$ cat config.mk
export PLATFORM = sky130hd
export DESIGN_NAME = psba_ram
export DESIGN_NICKNAME = d
export VERILOG_FILES = /design/src/hw/rtl/psba_ram.sv
export SDC_FILE = /design/constraint.sdc
export NUM_CORES = 1
export LEC_CHECK = 0
export ABC_AREA = 0
export BUFFER_PORTS_ARGS = -buffer_cell sky130_fd_sc_hd__buf_2
export CAP_MARGIN = 25
export CORE_ASPECT_RATIO = 0.6
export CORE_UTILIZATION = 60
export DETAILED_ROUTE_END_ITERATION = 12
export MAX_ROUTING_LAYER = met4
export PLACE_DENSITY = 0.76
export SLEW_MARGIN = 20
export SYNTH_ARGS = -nofsm -noshare
export SYNTH_HDL_FRONTEND = slang
export SYNTH_SLANG_ARGS = --single-unit
$ cat constraint.sdc
create_clock -name clock -period 3.25 [get_ports clock]
set_input_delay 0.4875 -clock clock [delete_from_list [all_inputs] [get_ports clock]]
set_output_delay 0.4875 -clock clock [all_outputs]
set_load 0.02 [all_outputs]
$ cat src/hw/rtl/psba_ram.sv
// Simple dual-port synchronous RAM with registered read data.
`timescale 1ns / 1ps
`default_nettype none
module psba_ram #(
   parameter int WIDTH = 8,
   parameter int DEPTH = 64,
   localparam int AW = (DEPTH > 1) ? $clog2(DEPTH) : 1
) (
   input  wire logic             clock,
   input  wire logic             we,
   input  wire logic [AW-1:0]    waddr,
   input  wire logic [WIDTH-1:0] wdata,
   input  wire logic [AW-1:0]    raddr,
   output logic      [WIDTH-1:0] rdata
);

   logic [WIDTH-1:0] mem_ff [DEPTH];
   logic [WIDTH-1:0] rdata_ff;

   always_ff @(posedge clock) begin
      if (we) begin
         mem_ff[waddr] <= wdata;
      end
      rdata_ff <= mem_ff[raddr];
   end

   assign rdata = rdata_ff;

endmodule
`default_nettype wire

[Word-level counts from Yosys, hierarchy flattened]
Memories as Yosys holds them, arrays and structs flattened. A register that Yosys moved wholly into a read port is not among the register bits.
Index checks and enable logic that the tools add are counted.
Widths: inputs -> output; s select.
Word-level totals
  flip-flop bits (word level): 0
  bits in latches: 0
  RAM bits: 512
  ROM bits: 0
  output and inout port bits: 8
  memories kept: 1
Cells by class
  add/sub/neg operators: 0
  $mul: 0
  div/mod/pow operators: 0
  $lt $le $gt $ge: 0
  eq/ne operators: 0
  shift-type cells: 0
  mux-type cells: 2
  bitwise gates (word level): 0
  reduce and logical (&&, ||, !) cells: 0
Memories
  mem_ff: words 64, width 8, read ports 1, clocked after Yosys merged registers in 1, wr ports 1, line 17  | logic [WIDTH-1:0] mem_ff [DEPTH];
Operators by type and width (count)
  $mux 1: 2

[Depth between registers and ports, before layout]
  word-level depth: 2
  gate-level depth with buffers: 9
  gate-level depth less buffers: 5

[Worst setup path before layout]
OpenSTA, ideal clock, no wires.
  kind: input to register
  start: input raddr[1]
  end: register rdata_ff[3], in the netlist rdata[3] (read register of mem_ff)
  data arrival time: 2.027 ns
  setup slack: 1.095 ns
  cell stages on the path: 7
  path buffers: 3
  path through: buf_4 > buf_2 > buf_2 > mux4_2 > mux4_2 > o21ai_1 > o41ai_1
RTL lines
  start, declared: line 13  | input wire logic [AW-1:0] raddr,
  end, declared: line 18  | logic [WIDTH-1:0] rdata_ff;

==> reports/qor.txt <==
FMAX: 432 MHz
Post-DP Area: 21,400 sq um
DRT iter0 DRCs: 1,729
period utilization: 71.2%
outcome: finished, final reports clean
Mapped Cells: 940
Core Rows: 51
initial antenna violation count: 0
Post-synth EDFFs: 512
CTS tree: done
first-pass GRT wire length: 69,800 microns
Worst Path Max Fanout: 42
multi-input logic area: 4320 sq um
Initial Util: 61.6%
full die area: 34,400 sq um
Hold Worst Slack: 0.374 ns
Yosys reg bits: 520
Async SR Flop Fraction: 0%
core area: 32,700 sq um
Hold WC Path Type: primary input to flip-flop
synth cell count leaders: edfxtp_1, mux4_2, nor2_1
GRT Util Overall: 29.9%
clk_skew: 0.0249 ns
Chip Width: 239 microns
Post-Syn Area: 20,200 sq um
Final min period: 2.31 ns
Synth cell types: 40
Syn. warnings: 0
vias in the first global route: 10.2k
slew margin rel.: 39.9%
via count: 10.3k
CTS Buf Count: 45
Slew Limit Fails: 0
IR drop worst, VDD: 0.479 mV
IO Pins: 30
gr busiest metal: met1
storage element area: 15,500 sq um
Final Instance Area: 22,900 sq um
WL final: 46,700 microns
Startpoint Class: primary input
top-area cell type share of the netlist area: 76.2%
port bufs: 29
Most used DFF post-synth: edfxtp_1
sequential share of the synthesized area: 77.0%
Syn-to-layout area delta: 13.6%
grt ovf: 0
syn_area_per_cell: 21.5 sq um
share of layout cells above drive strength 1: 30.2%
worst skew pair latency: 0.57 ns
hold_buf cts: 0
top area cells in the synthesized netlist: edfxtp_1, mux4_2, nor2_1
GPL Wtd Cong: 0.906
Sink Count: 520
met3 global-route usage: 6.34%
Clock Pin Slew Worst Setup and Hold Paths: 0.07 ns
Fillers: 1,979
DRT Pass-1 Iters: 6
RSZ-0062 raised after global routing: no
GR Util met2: 41.1%
Synth area leader: edfxtp_1
Setup violations, final: 0
Post-CTS Setup Inserts: 0
die height: 144 microns
Vias/cell: 6.63
crit path DAT: 2.74 ns
Final Hold Vio Count: 0
max_cap viols: 0
Avg WL per Cell: 30.1 microns
worst slew pin tran: 0.898 ns
CP required: 3.68 ns
routing usage on met1: 46.8%
Post-DP HPWL: 29,900 microns
Antenna Violating Nets Remaining: 0
pwr dens: 595 nW/um^2
nature of the critical path endpoint: flip-flop
# DRC: 0
maximum clock path buffer count: 3
most frequent cell after synthesis: edfxtp_1
syn nets: 962
worst setup path class: primary input to flip-flop
Pleak: 7.35 nW
final core occ: 70.0%
H-tree depth: 2
Final nets: 1,084
Post-Route Setup TNS: 0 ns
pin count of the biggest net entering global routing: 44
post-CTS resize count: 0
clk root buf: clkbuf_16
==> cells in the final DEF, fill, tap and decap left out, drive strengths merged, types with 3 or more instances in the layout <==
| cell type | count |
|---|---|
| nand3 | 13 |
| a21oi | 3 |
| o22ai | 8 |
| o21ai | 4 |
| clkbuf | 60 |
| nor3 | 7 |
| dfxtp | 8 |
| nand2 | 19 |
| mux4 | 126 |
| nor2b | 14 |
| o221ai | 8 |
| edfxtp | 512 |
| a221oi | 6 |
| bufinv | 5 |
| nand3b | 3 |
| nor2 | 83 |
| nand2b | 7 |
| clkinv | 19 |
| o2111ai | 3 |
| buf | 125 |
| mux2i | 23 |
| mux2 | 13 |
| o2bb2ai | 3 |
| a22oi | 3 |
| a211oi | 4 |
==> layout make-up <==
| class | count | area share [%] |
|---|---|---|
| Multi-Input combinational cell | 369 | 18.8 |
| Clock inverter | 25 | 1.05 |
| Clock buffer | 59 | 5.46 |
| Antenna cell | 1 | 0.0109 |
| Timing Repair Buffer | 126 | 4.36 |
| Tap cell | 450 | 2.46 |
| Sequential cell | 520 | 67.8 |
==> kinds of logic after synthesis <==
family | count (synthesis) | synth area share, %
DFF | 520 | 77.0
muxes | 162 | 15.9
and+or+nand+nor | 153 | 3.39
AOI/OAI and AO/OA | 54 | 2.07
buffers and inverters | 51 | 1.57
==> per-stage QoR <==
| stage | setup WS [ns] | instances | power [mW] |
|---|---|---|---|
| final | 0.937 | 1550 | 13.6 |
| after global routing | 0.939 | 1549 | 14.0 |
| after CTS | 1.05 | 1549 | 13.7 |
| after detailed placement | 0.477 | 1465 | 8.32 |
| after global placement | 0.446 | 1461 | 8.29 |
| after floorplan | 1.09 | 940 | 7.99 |
==> power breakdown <==
group,total [mW],leakage (nW),internal (mW),switching (mW)
sequential,7.44,4.67,7.42,0.0220
clock,5.46,0.737,3.11,2.35
combinational,0.742,1.94,0.283,0.459
==> per-layer routing <==
metal | vias to the layer above | routed length, microns
met4 | 0 | 828
met1 | 5316 | 19800
met2 | 709 | 20300
met5 | - | 0
met3 | 78 | 5780
li1 | 4174 | -
==> flip-flops by register name (all words and copies together) (netlist names) <==
signal  cells
mem_ff    512
rdata       8
==> worst paths after layout <==
kind              cells after the start  slack, ns                     from               end
setup / recovery                      5       0.94                 raddr[2]  rdata[0]$_DFF_P_
hold reg to reg                       4       0.90  mem_ff[34][2]$_DFFE_PP_  rdata[2]$_DFF_P_
setup reg to reg                      4       1.02  mem_ff[46][0]$_DFFE_PP_  rdata[0]$_DFF_P_
hold / removal                        3       0.37                 raddr[5]  rdata[0]$_DFF_P_
==> critical path, stage by stage <==
cell and delay [ns]:
buf_4 0.50, mux4_2 0.41, mux2_2 0.32, a221oi_1 0.78, o2bb2ai_1 0.17
Power figures use the tool's default switching activity.
