`src/hw/rtl/psba_pkg.sv`:
```
// Shared types and constants of the paged store block allocator.
`timescale 1ns / 1ps
`default_nettype none
package psba_pkg;

   // Default store geometry
   localparam int PAGES_DEF      = 64;
   localparam int PAGE_BYTES_DEF = 64;

   // Field widths
   localparam int CFG_W   = 7;
   localparam int PAGE_W  = 6;
   localparam int OFF_W   = 6;
   localparam int BYTE_W  = 8;
   localparam int CMD_W   = 2;
   // Page cursor: holds start + block_pages for any 7-bit settings
   localparam int CNT_W   = 8;

   // Port widths
   localparam int REQ_TDATA_W = 24;
   localparam int REQ_TUSER_W = 2;
   localparam int RSP_TDATA_W = 16;
   localparam int RSP_TUSER_W = 1;
   localparam int CSR_INDEX_W = 1;

   // Register indexes and reset values
   localparam logic [CSR_INDEX_W-1:0] REG_PAGES_IN_USE = 1'd0;
   localparam logic [CSR_INDEX_W-1:0] REG_BLOCK_PAGES  = 1'd1;
   localparam logic [CFG_W-1:0]       PAGES_IN_USE_RST = 7'd64;
   localparam logic [CFG_W-1:0]       BLOCK_PAGES_RST  = 7'd4;

   // Status codes
   localparam logic STATUS_OK   = 1'b0;
   localparam logic STATUS_FAIL = 1'b1;

   typedef enum logic [CMD_W-1:0] {
      CMD_ALLOC = 2'd0,
      CMD_FREE  = 2'd1,
      CMD_READ  = 2'd2,
      CMD_WRITE = 2'd3
   } cmd_type;

   typedef struct packed {
      logic [CFG_W-1:0] pages_in_use;
      logic [CFG_W-1:0] block_pages;
   } cfg_type;

   typedef struct packed {
      cmd_type           command;
      logic [PAGE_W-1:0] page_index;
      logic [OFF_W-1:0]  byte_offset;
      logic [BYTE_W-1:0] write_data;
   } req_type;

   typedef struct packed {
      logic              status;
      logic [PAGE_W-1:0] first_page;
      logic [BYTE_W-1:0] read_data;
   } rsp_type;

endpackage
`default_nettype wire

```
`src/hw/rtl/psba_ctrl.sv`:
```
// Command sequencer: bitmap scan, block mark and clear, byte access, clearing pass.
`timescale 1ns / 1ps
`default_nettype none
module psba_ctrl #(
   parameter int PAGES      = psba_pkg::PAGES_DEF,
   parameter int PAGE_BYTES = psba_pkg::PAGE_BYTES_DEF,
   localparam int PG_W   = $clog2(PAGES),
   localparam int DEPTH  = PAGES * PAGE_BYTES,
   localparam int ADDR_W = $clog2(DEPTH)
) (
   input  wire logic              clock,
   input  wire logic              reset,
   input  wire psba_pkg::cfg_type cfg,
   input  wire logic              req_tvalid,
   output logic                   req_tready,
   input  wire psba_pkg::req_type req_item,
   output logic                   rsp_tvalid,
   input  wire logic              rsp_tready,
   output psba_pkg::rsp_type      rsp_item,
   // allocation bitmap
   output logic                   bm_we,
   output logic [PG_W-1:0]        bm_waddr,
   output logic                   bm_wdata,
   output logic [PG_W-1:0]        bm_raddr,
   input  wire logic              bm_rdata,
   // page bytes
   output logic                   byte_we,
   output logic [ADDR_W-1:0]      byte_waddr,
   output logic [psba_pkg::BYTE_W-1:0] byte_wdata,
   output logic [ADDR_W-1:0]      byte_raddr,
   input  wire logic [psba_pkg::BYTE_W-1:0] byte_rdata
);
   import psba_pkg::*;

   localparam logic [CFG_W-1:0] NCAP = CFG_W'((PAGES > 127) ? 127 : PAGES);

   typedef enum logic [2:0] {
      ST_CLEAR,
      ST_IDLE,
      ST_ACCESS,
      ST_SCAN,
      ST_CHECK,
      ST_WRITE,
      ST_RESP
   } state_type;

   state_type            state_ff, state_in;
   logic [ADDR_W-1:0]    clr_ff, clr_in;
   cmd_type              cmd_ff, cmd_in;
   logic [CNT_W-1:0]     q_ff, q_in;
   logic [CNT_W-1:0]     start_ff, start_in;
   logic [PAGE_W-1:0]    page_ff, page_in;
   logic [OFF_W-1:0]     off_ff, off_in;
   logic [BYTE_W-1:0]    wd_ff, wd_in;
   logic [ADDR_W-1:0]    addr_ff, addr_in;
   rsp_type              pend_ff, pend_in;
   rsp_type              rsp_ff, rsp_in;
   logic                 rsp_valid_ff, rsp_valid_in;

   logic [CFG_W-1:0]     n_w;
   logic [CNT_W-1:0]     n_c;
   logic [CNT_W-1:0]     end_c;
   logic [CNT_W-1:0]     q_inc;
   logic                 bad_rng;
   logic                 out_free;
   logic                 fin;
   rsp_type              fin_res;
   logic                 acc_ok;
   logic                 expect_bit;
   logic [ADDR_W-1:0]    req_addr;

   assign n_w      = (cfg.pages_in_use > NCAP) ? NCAP : cfg.pages_in_use;
   assign n_c      = CNT_W'(n_w);
   assign end_c    = start_ff + CNT_W'(cfg.block_pages);
   assign q_inc    = q_ff + CNT_W'(1);
   assign bad_rng  = (cfg.block_pages == '0) || (start_ff >= n_c) || (end_c > n_c);
   assign out_free = !rsp_valid_ff || rsp_tready;
   assign req_addr = ADDR_W'(32'(req_item.page_index) * PAGE_BYTES
                             + 32'(req_item.byte_offset));

   always_comb begin
      state_in     = state_ff;
      clr_in       = clr_ff;
      cmd_in       = cmd_ff;
      q_in         = q_ff;
      start_in     = start_ff;
      page_in      = page_ff;
      off_in       = off_ff;
      wd_in        = wd_ff;
      addr_in      = addr_ff;
      pend_in      = pend_ff;
      rsp_in       = rsp_ff;
      rsp_valid_in = rsp_valid_ff && !rsp_tready;
      fin          = 1'b0;
      fin_res      = '{status: STATUS_FAIL, first_page: '0, read_data: '0};
      acc_ok       = 1'b0;
      expect_bit   = (cmd_ff == CMD_FREE);
      bm_we        = 1'b0;
      byte_we      = 1'b0;

      unique case (state_ff)
         ST_CLEAR: begin
            byte_we = 1'b1;
            bm_we   = (32'(clr_ff) < PAGES);
            if (clr_ff == ADDR_W'(DEPTH - 1)) begin
               state_in = ST_IDLE;
            end else begin
               clr_in = clr_ff + ADDR_W'(1);
            end
         end
         ST_IDLE: begin
            if (req_tvalid) begin
               cmd_in   = req_item.command;
               page_in  = req_item.page_index;
               off_in   = req_item.byte_offset;
               wd_in    = req_item.write_data;
               addr_in  = req_addr;
               start_in = CNT_W'(req_item.page_index);
               if (req_item.command == CMD_ALLOC) begin
                  q_in     = '0;
                  state_in = ST_SCAN;
               end else if (req_item.command == CMD_FREE) begin
                  q_in     = CNT_W'(req_item.page_index);
                  state_in = ST_CHECK;
               end else begin
                  q_in     = CNT_W'(req_item.page_index);
                  state_in = ST_ACCESS;
               end
            end
         end
         ST_ACCESS: begin
            acc_ok  = ({1'b0, page_ff} < n_w) && bm_rdata && (32'(off_ff) < PAGE_BYTES);
            byte_we = acc_ok && (cmd_ff == CMD_WRITE);
            fin     = 1'b1;
            fin_res.status = acc_ok ? STATUS_OK : STATUS_FAIL;
            if (acc_ok && (cmd_ff == CMD_READ)) begin
               fin_res.read_data = byte_rdata;
            end
         end
         ST_SCAN: begin
            // first free page among the managed ones
            if (q_ff >= n_c) begin
               fin = 1'b1;
            end else if (bm_rdata) begin
               q_in = q_inc;
            end else begin
               start_in = q_ff;
               state_in = ST_CHECK;
            end
         end
         ST_CHECK: begin
            // alloc wants every page free, free wants every page allocated
            if (bad_rng || (bm_rdata != expect_bit)) begin
               fin = 1'b1;
            end else if (q_inc == end_c) begin
               q_in     = start_ff;
               state_in = ST_WRITE;
            end else begin
               q_in = q_inc;
            end
         end
         ST_WRITE: begin
            bm_we = 1'b1;
            if (q_inc == end_c) begin
               fin            = 1'b1;
               fin_res.status = STATUS_OK;
               if (cmd_ff == CMD_ALLOC) begin
                  fin_res.first_page = start_ff[PAGE_W-1:0];
               end
            end else begin
               q_in = q_inc;
            end
         end
         ST_RESP: begin
            if (out_free) begin
               rsp_in       = pend_ff;
               rsp_valid_in = 1'b1;
               state_in     = ST_IDLE;
            end
         end
         default: begin
            state_in = ST_IDLE;
         end
      endcase

      // hand the result to the output register, or hold it while that is full
      if (fin) begin
         if (out_free) begin
            rsp_in       = fin_res;
            rsp_valid_in = 1'b1;
            state_in     = ST_IDLE;
         end else begin
            pend_in  = fin_res;
            state_in = ST_RESP;
         end
      end
   end

   // Each command's writes land no later than the edge that ends it; the next command's
   // reads are issued from ST_IDLE after that edge, so no forwarding is needed.
   assign bm_raddr   = PG_W'(q_in);
   assign bm_waddr   = (state_ff == ST_CLEAR) ? PG_W'(clr_ff) : PG_W'(q_ff);
   assign bm_wdata   = (state_ff != ST_CLEAR) && (cmd_ff == CMD_ALLOC);
   assign byte_raddr = req_addr;
   assign byte_waddr = (state_ff == ST_CLEAR) ? clr_ff : addr_ff;
   assign byte_wdata = (state_ff == ST_CLEAR) ? '0 : wd_ff;

   assign req_tready = (state_ff == ST_IDLE);
   assign rsp_tvalid = rsp_valid_ff;
   assign rsp_item   = rsp_ff;

   always_ff @(posedge clock) begin
      if (reset) begin
         state_ff     <= ST_CLEAR;
         clr_ff       <= '0;
         rsp_valid_ff <= 1'b0;
      end else begin
         state_ff     <= state_in;
         clr_ff       <= clr_in;
         rsp_valid_ff <= rsp_valid_in;
      end
      cmd_ff   <= cmd_in;
      q_ff     <= q_in;
      start_ff <= start_in;
      page_ff  <= page_in;
      off_ff   <= off_in;
      wd_ff    <= wd_in;
      addr_ff  <= addr_in;
      pend_ff  <= pend_in;
      rsp_ff   <= rsp_in;
   end

   a_accept_leaves_idle: assert property (@(posedge clock) disable iff (reset)
      req_tvalid && req_tready |=> state_ff != ST_IDLE)
      else $error("accepted transaction did not start a command");

   a_no_result_in_clear: assert property (@(posedge clock) disable iff (reset)
      state_ff == ST_CLEAR |-> !rsp_valid_ff)
      else $error("result during clearing pass");

   a_write_inside_block: assert property (@(posedge clock) disable iff (reset)
      state_ff == ST_WRITE |-> (q_ff >= start_ff) && (q_ff < end_c))
      else $error("bitmap update outside the block");

   a_resp_holds_full: assert property (@(posedge clock) disable iff (reset)
      state_ff == ST_RESP |-> rsp_valid_ff)
      else $error("pending result while output register empty");

endmodule
`default_nettype wire

```
`config.mk`:
```
export PLATFORM = sky130hd
export DESIGN_NAME = psba_ctrl
export DESIGN_NICKNAME = d
export VERILOG_FILES = /design/src/hw/rtl/psba_pkg.sv /design/src/hw/rtl/psba_ctrl.sv
export SDC_FILE = /design/constraint.sdc
export NUM_CORES = 1
export LEC_CHECK = 0
export BUFFER_PORTS_ARGS = -buffer_cell sky130_fd_sc_hd__buf_2
export CAP_MARGIN = 20
export CORE_UTILIZATION = 39
export DETAILED_ROUTE_END_ITERATION = 8
export PLACE_DENSITY_LB_ADDON = 0.3
export SKIP_LAST_GASP = 1
export SLEW_MARGIN = 10
export SYNTH_ARGS = -nofsm -noshare
export SYNTH_HDL_FRONTEND = slang
export SYNTH_SLANG_ARGS = --single-unit
```
`constraint.sdc`:
```
create_clock -name clock -period 4.95 [get_ports clock]
set_input_delay 0.495 -clock clock [delete_from_list [all_inputs] [get_ports clock]]
set_output_delay 0.495 -clock clock [all_outputs]
set_load 0.05 [all_outputs]
```
======== Word level (Yosys, flattened, before mapping) ========
Cells that the tools add are included.
word-level totals
  bits in registers ....................... 90
  word-level logic and storage cells ...... 129
  input port bits ......................... 49
cells by class
  reductions and logical operators ........ 25
  bitwise operators ....................... 2
  order comparisons ....................... 6
  equal/unequal tests ..................... 27
  add/sub/neg operators ................... 4
  multiplexer cells ....................... 49
operators with widths
  operator                                              count
  two-way mux 8 bit                                     12
  two-way mux 15 bit                                    4
  two-way mux 3 bit                                     11
  case mux 8 bit (4 select lines)                       1
  two-way mux 6 bit                                     4
  inequality test 3 bit, second input constant          6
  case mux 3 bit (6 select lines)                       1
  >= comparator 8 x 7 -> 1 bit                          2
  case mux 8 bit (2 select lines)                       1
  two-way mux 7 bit                                     2
  adder 12 x 1 -> 12 bit, second input constant         1
  adder 12 x 6 -> 12 bit                                1
  equality test 12 bit, second input constant           1
  < comparator 12 x 7 -> 1 bit, second input constant   1
  two-way mux 12 bit                                    1
  inequality test 2 bit, second input constant          6
  equality test 3 bit, second input constant            3
  adder 8 x 1 -> 8 bit, second input constant           1
  adder 8 x 7 -> 8 bit                                  1
  equality test 8 bit                                   1
  greater-than comparator 8 x 7 -> 1 bit                1
  two-way mux 1 bit                                     8
  AND reduction 8 bit                                   1
  greater-than comparator 7 bit, second input constant  1
  other kinds (24)                                      41

======== Logic depth before layout (Yosys ltp) ========
Gate-level depths: netlist of the first run.
  depth after elaboration ................. 10
  mapped depth ............................ 17
  mapped depth without buffers ............ 15

======== Least setup slack after synthesis of the first run ========
Ideal clock, no wire load.
  path type ............................... input -> output
  start ................................... input port cfg[0] in the netlist's numbering
  end ..................................... output port bm_raddr[3]
  slack ................................... 0.243 ns
  required time ........................... 4.455 ns
  cell stages on the path ................. 17
  arrival ................................. 4.212 ns
  buffers on the path ..................... 2
  path through ............................ ha_1 -> fa_1 -> a211oi_1 -> o21bai_1 -> a21oi_1 -> xnor2_1 -> ha_1 -> and2_0 -> a221o_1 -> a31oi_1 -> o221ai_1 -> nor2_1 -> clkbuf_1 -> o221ai_1 -> a222oi_1 -> o21ai_0 -> buf_4
on the way
  longest elaborated chain between the ends .. 6
  elaborated cells between the ends (all ways) .. 11
RTL lines
  item                                                                               line                              text
  from (decl)                                                                        psba_ctrl.sv:13                   input wire psba_pkg::cfg_type cfg,
  adder 8 x 7 -> 8 bit / zero test 7 bit (equally long branches)                     psba_ctrl.sv:74, psba_ctrl.sv:76
  greater-than comparator 8 x 7 -> 1 bit / logical OR 1 bit (equally long branches)  psba_ctrl.sv:76                   assign bad_rng = (cfg.block_pages == '0) || (start_ff >= n_c) || (end_c > n_c);
  logical OR 1 bit                                                                   psba_ctrl.sv:76
  logical OR 1 bit                                                                   psba_ctrl.sv:153                  if (bad_rng || (bm_rdata != expect_bit)) begin
  two-way mux 8 bit                                                                  psba_ctrl.sv:153
  case mux 8 bit (4 select lines) *                                                  psba_ctrl.sv:101                  unique case (state_ff)
  to (decl)                                                                          psba_ctrl.sv:24                   output logic [PG_W-1:0] bm_raddr,
Every way passes the cells marked *; elsewhere a longest branch is shown, timed or not. The select of a mux whose other input is x is not followed.

======== Worst setup path after layout of the first run ========
  start ................................... register start_ff[0]
  end ..................................... output port bm_raddr[5]
on the way
  longest elaborated chain between the ends .. 6
  elaborated cells between the ends (all ways) .. 11
RTL lines
  item                                                                               line                              text
  from (decl)                                                                        psba_ctrl.sv:51                   logic [CNT_W-1:0] start_ff, start_in;
  from (signal assigned)                                                             psba_ctrl.sv:224                  start_ff <= start_in;
  adder 8 x 7 -> 8 bit / >= comparator 8 x 7 -> 1 bit (equally long branches)        psba_ctrl.sv:74, psba_ctrl.sv:76
  greater-than comparator 8 x 7 -> 1 bit / logical OR 1 bit (equally long branches)  psba_ctrl.sv:76
  logical OR 1 bit                                                                   psba_ctrl.sv:76
  logical OR 1 bit                                                                   psba_ctrl.sv:153
  two-way mux 8 bit                                                                  psba_ctrl.sv:153
  case mux 8 bit (4 select lines) *                                                  psba_ctrl.sv:101
Marks and branches as above.

==> results.json, run 1 <==
{
  "achievable-frequency_mhz": 204,
  "pwr_density_cell_nw_per_um2": 683,
  "synth_top_cell_by_area": "edfxtp_1",
  "synth.area.top_cells": "edfxtp_1 (26%), dfxtp_1 (14%), ha_1 (7.4%)",
  "slew_headroom_pct": 36.3,
  "postCtsHoldBufs": 0,
  "synth_edf_count": 47,
  "clk_pin_slew_ns": 0.06,
  "run_status": "completed",
  "start_util_pct": 40.6,
  "syn_avg_cell_area_um2": 9.70,
  "setup_viol": 0,
  "coreArea_um2": 13400,
  "synth.distinct_cells": 78,
  "min_period_ns": 4.90,
  "synth_nets": 643,
  "cp.arrival_ns": 4.41,
  "drc_errors": 0,
  "dieWidth_um": 120,
  "cts_buffers": 9,
  "finalHoldViolCount": 0,
  "peakVddDrop_mv": 0.530,
  "drt_iter0_drc": 284,
  "finalNonFillerCells": 847,
  "crit_fanout": 3,
  "grt_max_degree": 29,
  "worstSetupPathType": "reg -> out",
  "pre_cts_ws_ns": -0.0348,
  "grt_setup_unrepaired": "true",
  "synth_most_common_cell": "nand2_1",
  "drive_above_1_share_pct": 30.7,
  "synth-main-ff-cell": "edfxtp_1",
  "grt_pass1_wl_mm": 24.8,
  "ys_ff_latch": 84,
  "track_usage_pct": 22.6,
  "drv_slew": 0,
  "slowest_stage": "edfxtp_1",
  "cap_violations": 0,
  "synth_cells": 561,
  "synth_common_cells": "nand2_1 (86), edfxtp_1 (47), nor2_1 (39)",
  "yosysSeqAreaShare_pct": 39.5,
  "die_h_um": 120,
  "via_count": 4647,
  "die_area_um2": 14400,
  "tightest_slew_ns": 0.949,
  "drtAntennaViolNets": 0,
  "dp_hpwl_mm": 11.8,
  "synthArstFlopShare_pct": 0,
  "grt_pass1_vias": 4690,
  "hold_class": "in -> reg",
  "utilization_pct": 49.7,
  "holdWs_ns": 0.313,
  "seq_area_um2": 2150,
  "antenna_found_initial": 0,
  "syn_area_um2": 5440,
  "start_kind": "register",
  "cts.sinks": 84,
  "critPathCaptureType": "output port",
  "antennaDiodeCount": 0,
  "fillers": 1261,
  "cts_tree": "built",
  "p_leak_nw": 2.90,
  "via_per_inst": 5.49,
  "nNetsFinal": 748,
  "finalCritPeriodShare_pct": 99.0,
  "cp_cell_sequence": "ha_4, fa_2, a211oi_2, o21bai_1, a21oi_2, xnor2_1, ha_1, buf_6, a221o_1, a31oi_2, o221ai_2, o31a_1, o22ai_2, buf_4, a211oi_2, o22ai_2, buf_6",
  "drt-pass1-iter-count": 5,
  "rows": 42,
  "dp_cells": 825,
  "synth_top_area_share_pct": 25.9,
  "cts.htree.levels": 3,
  "insertion_delay_ns": 0.35,
  "overflow": 0,
  "place_congestion": 0.935,
  "crit_required_ns": 4.45,
  "multi_input_area_um2": 3110,
  "io_pins": 113,
  "port_buffers": 112,
  "fin_skew_ns": 0.00505,
  "critPathMaxStageDelay_ns": 0.47,
  "clockRootBuffer": "clkbuf_16",
  "routed_wl_mm": 15.6,
  "cts_buffer_depth": 2,
  "area.growth.synth_to_final_pct": 22.3,
  "yosysWarningCount": 0,
  "wire_per_inst_um": 18.4,
  "layout_setup_ws_ns": 0.0491
}
-- routing by layer --
metal	up-vias	GRT usage (%)	part of all wire, %
met5	-	0	0
met4	0	9.38	2.8
met3	30	3.99	6.1
met2	189	38.0	47
met1	2191	28.5	44
li1	2237	-	-
-- timing repair --
item	CTS	global route
endpoints found under the setup margin	6	6
buffers inserted	0	6
gates resized for setup	19	21
pin swaps	2	22
-- worst max-delay path: cells and delay by family (launching register included) --
family | cells | cell delay [ns]
AO/OA/AOI/OAI | 10 | 2.05
adder cells (fa/ha/maj) | 3 | 0.89
buffers and inverters | 3 | 0.48
flip-flops | 1 | 0.47
XOR/XNOR | 1 | 0.14
-- cells by family after synthesis --
family,after synthesis,synth area share (%)
AOI/OAI and AO/OA,112,15.3
xor gates and xnor gates,34,6.25
adders and majority gates,33,7.72
buffers and inverters,55,5.40
DFF,84,39.5
muxes,27,5.70
and+or+nand+nor,216,20.0
-- final timing paths --
path,endpoint,from,slack (ns),depth (start not counted)
min,wd_ff[1]$_DFFE_PP_,req_item[1],0.31,1
max reg2reg,state_ff[0]$_SDFFE_PP0P_,start_ff[0]$_DFFE_PP_,0.76,17
min reg2reg,rsp_item[12]$_DFF_P_,pend_ff[12]$_DFFE_PP_,0.54,2
max,bm_raddr[5],start_ff[0]$_DFFE_PP_,0.05,17
-- per-stage QoR --
stage          TNS, ns  total power [W]  instance area, um^2
6_report             0          0.00455                 6660
3_3_place_gp         0          0.00353                 6110
5_1_grt         -0.341          0.00479                 6660
3_5_place_dp   -0.0778          0.00357                 6110
4_1_cts              0          0.00445                 6530
2_1_floorplan        0          0.00303                 5440
-- cell usage in the layout (no fill, tap or decap), types with 8 or more instances in the layout --
| cell | instances |
|---|---|
| buf_2 | 106 |
| and3_1 | 9 |
| inv_1 | 15 |
| nand2_1 | 86 |
| nand3_1 | 11 |
| o21ai_0 | 14 |
| a21oi_1 | 20 |
| nor2_1 | 37 |
| clkbuf_16 | 10 |
| a21o_1 | 8 |
| xor2_1 | 14 |
| nor3_1 | 11 |
| dfxtp_1 | 37 |
| buf_4 | 21 |
| mux2_2 | 16 |
| edfxtp_1 | 47 |
| ha_1 | 31 |
| xnor2_1 | 17 |
| and2_1 | 24 |
-- where the power goes --
part | switching [W] | total (W) | internal, W
clock network | 0.000274 | 0.000797 | 0.000523
registers | 0.000194 | 0.00109 | 0.000898
logic | 0.00177 | 0.00266 | 0.000887
total | 0.00224 | 0.00455 | 0.00231
-- area by class of cell --
class | count | area share (%)
sequential | 84 | 32.3
inverter | 15 | 0.846
clock buffer | 12 | 3.87
timing repair buffer | 134 | 11.5
multi-input combinational | 422 | 46.7
tap | 176 | 3.31
clock inverter | 4 | 1.43
-- sequential cells by signal, indices dropped and copies added, names as in the netlist --
signal	count
page_ff	6
rsp_item	15
addr_ff	6
clr_ff	12
rsp_tvalid	1
pend_ff	15
q_ff	8
wd_ff	8
start_ff	8
state_ff	3
cmd_ff	2
Note: power is estimated with default switching activity, not from simulation.
==> run 2: changes to the inputs <==
Clock period 4.95 ns to 4.86 ns, I/O delays scaled along.
==> results.json, run 2 (same netlist as run 1, synthesis figures left out) <==
{
  "cts_tree": "built",
  "antennaDiodeCount": 0,
  "cts.sinks": 84,
  "worstSetupPathType": "reg -> out",
  "startpoint": "start_ff[0]$_DFFE_PP_",
  "clockRootBuffer": "clkbuf_16",
  "cts_buffers": 9,
  "port_buffers": 112,
  "nNetsFinal": 750,
  "cts.htree.levels": 3,
  "final_common_cell": "buf_2",
  "dieWidth_um": 120,
  "r2r_slack_ns": 0.77,
  "utilization_pct": 49.5,
  "start_util_pct": 40.6,
  "rows": 42,
  "place_congestion": 0.894,
  "drv_slew": 0,
  "drc_errors": 0,
  "hold_class": "in -> reg",
  "finalHoldViolCount": 0,
  "drive_above_1_share_pct": 30.8,
  "min_period_ns": 4.82,
  "cts_buffer_depth": 2,
  "final_cell_mix": "buf_2 (106), nand2_1 (86), edfxtp_1 (47), nor2_1 (37), dfxtp_1 (37)",
  "crit_required_ns": 4.37,
  "postPlaceCellArea_um2": 6120,
  "tns_ns": 0,
  "holdWs_ns": 0.311,
  "cp_common_cell": "o31a_1",
  "overflow": 0,
  "io_pins": 113,
  "peakVddDrop_mv": 0.620,
  "tightest_slew_ns": 0.955,
  "reg2reg_depth": 18,
  "run_status": "completed",
  "r2r-end": "pend_ff[13]$_DFFE_PP_",
  "dp_hpwl_mm": 11.7,
  "final_cell_area_um2": 6630,
  "grt_pass1_vias": 4593,
  "coreArea_um2": 13400,
  "cp.arrival_ns": 4.33,
  "crit_fanout": 4,
  "slowest_stage": "edfxtp_1",
  "cp_cell_sequence": "ha_4, fa_2, a211oi_2, o21bai_1, a21oi_2, xnor2_1, ha_1, and2_4, a221o_1, a31oi_2, o221ai_2, o31a_1, a2bb2oi_4, o31a_1, o2bb2ai_2, buf_6",
  "die_h_um": 120,
  "clk_pin_slew_ns": 0.06,
  "track_usage_pct": 22.3,
  "antenna_found_initial": 0,
  "pwr_density_cell_nw_per_um2": 687,
  "start_kind": "register",
  "critPathCaptureType": "output port",
  "critPathMaxStageDelay_ns": 0.44,
  "insertion_delay_ns": 0.34,
  "via_per_inst": 5.45,
  "area.growth.synth_to_final_pct": 21.9,
  "fin_skew_ns": 0.00466,
  "r2r_start": "start_ff[0]$_DFFE_PP_",
  "achievable-frequency_mhz": 208,
  "die_area_um2": 14400,
  "drt_iter0_drc": 271,
  "drt-pass1-iter-count": 5,
  "drtAntennaViolNets": 0,
  "cap_violations": 0,
  "finalCritPeriodShare_pct": 99.2,
  "grt_max_degree": 29,
  "cp-endpoint": "bm_raddr[2]",
  "p_leak_nw": 2.89,
  "postCtsHoldBufs": 0,
  "wire_per_inst_um": 18.3,
  "slew_headroom_pct": 35.9,
  "grt_pass1_wl_mm": 24.4,
  "grt_setup_unrepaired": "true",
  "routed_wl_mm": 15.6,
  "setup_viol": 0,
  "via_count": 4628,
  "power.total_w": 0.00456
}
-- run 2: changes by cell type in the layout (fill, tap and decap cells not counted), moves of 2 or more --
cell      change
o21ai_2       +2
buf_4         +4
a21boi_0      +2
buf_6         -2
-- run 2: critical path: cells and delay by family (launching register included) --
family                     cells  cell delay [ns]
adders and majority gates      3             0.86
buffers and inverters          1             0.18
AOI/OAI and AO/OA             10             2.22
and+or+nand+nor                1             0.14
DFF                            1             0.44
xor gates and xnor gates       1             0.14
-- run 2: worst min-delay path by stage --
stage | depth (start not counted) | from | slack, ns | end
floorplan | 2 | pend_ff[10]$_DFFE_PP_ | 0.51 | rsp_item[10]$_DFF_P_
global route | 1 | req_item[5] | 0.29 | wd_ff[5]$_DFFE_PP_
finish | 1 | req_item[2] | 0.31 | wd_ff[2]$_DFFE_PP_
global placement | 2 | pend_ff[12]$_DFFE_PP_ | 0.52 | rsp_item[12]$_DFF_P_
detailed placement | 2 | rsp_item[10]$_DFF_P_ | 0.53 | rsp_item[10]$_DFF_P_
CTS | 1 | req_item[2] | 0.30 | wd_ff[2]$_DFFE_PP_
-- run 2: timing repair --
item,4_1_cts,5_1_grt
pin swaps,3,18
gates resized for setup,17,18
setup endpoints to repair,6,6
setup buffers,0,7
-- run 2: area by class of cell --
class / instances / area [um^2]
tap: 176 / 220
clock buffer: 12 / 258
multi-input combinational: 422 / 3100
inverter: 15 / 56.3
clock inverter: 4 / 70.1
timing repair buffer: 136 / 774
fill: 1268 / 6770
sequential: 84 / 2150
-- run 2: per-layer routing --
layer  part of all wire, %  global-route usage (%)
met5                     0                       0
met4                   2.5                    9.14
met1                    44                    28.2
met2                    47                    36.4
met3                   7.0                    5.28
-- run 2: metrics by stage --
step           std cells  setup WS [ns]
3_5_place_dp         826         -0.107
6_report             849         0.0408
2_1_floorplan        561          0.171
4_1_cts              842         0.0198
3_3_place_gp         826        -0.0255
5_1_grt              849         -0.131
-- run 2: power breakdown --
part | switching (W) | internal [W] | leakage [nW]
Combinational | 0.00181 | 0.000899 | 1.98
Sequential | 0.000178 | 0.000915 | 0.751
Clock | 0.000275 | 0.000480 | 0.162
Total | 0.00227 | 0.00229 | 2.89
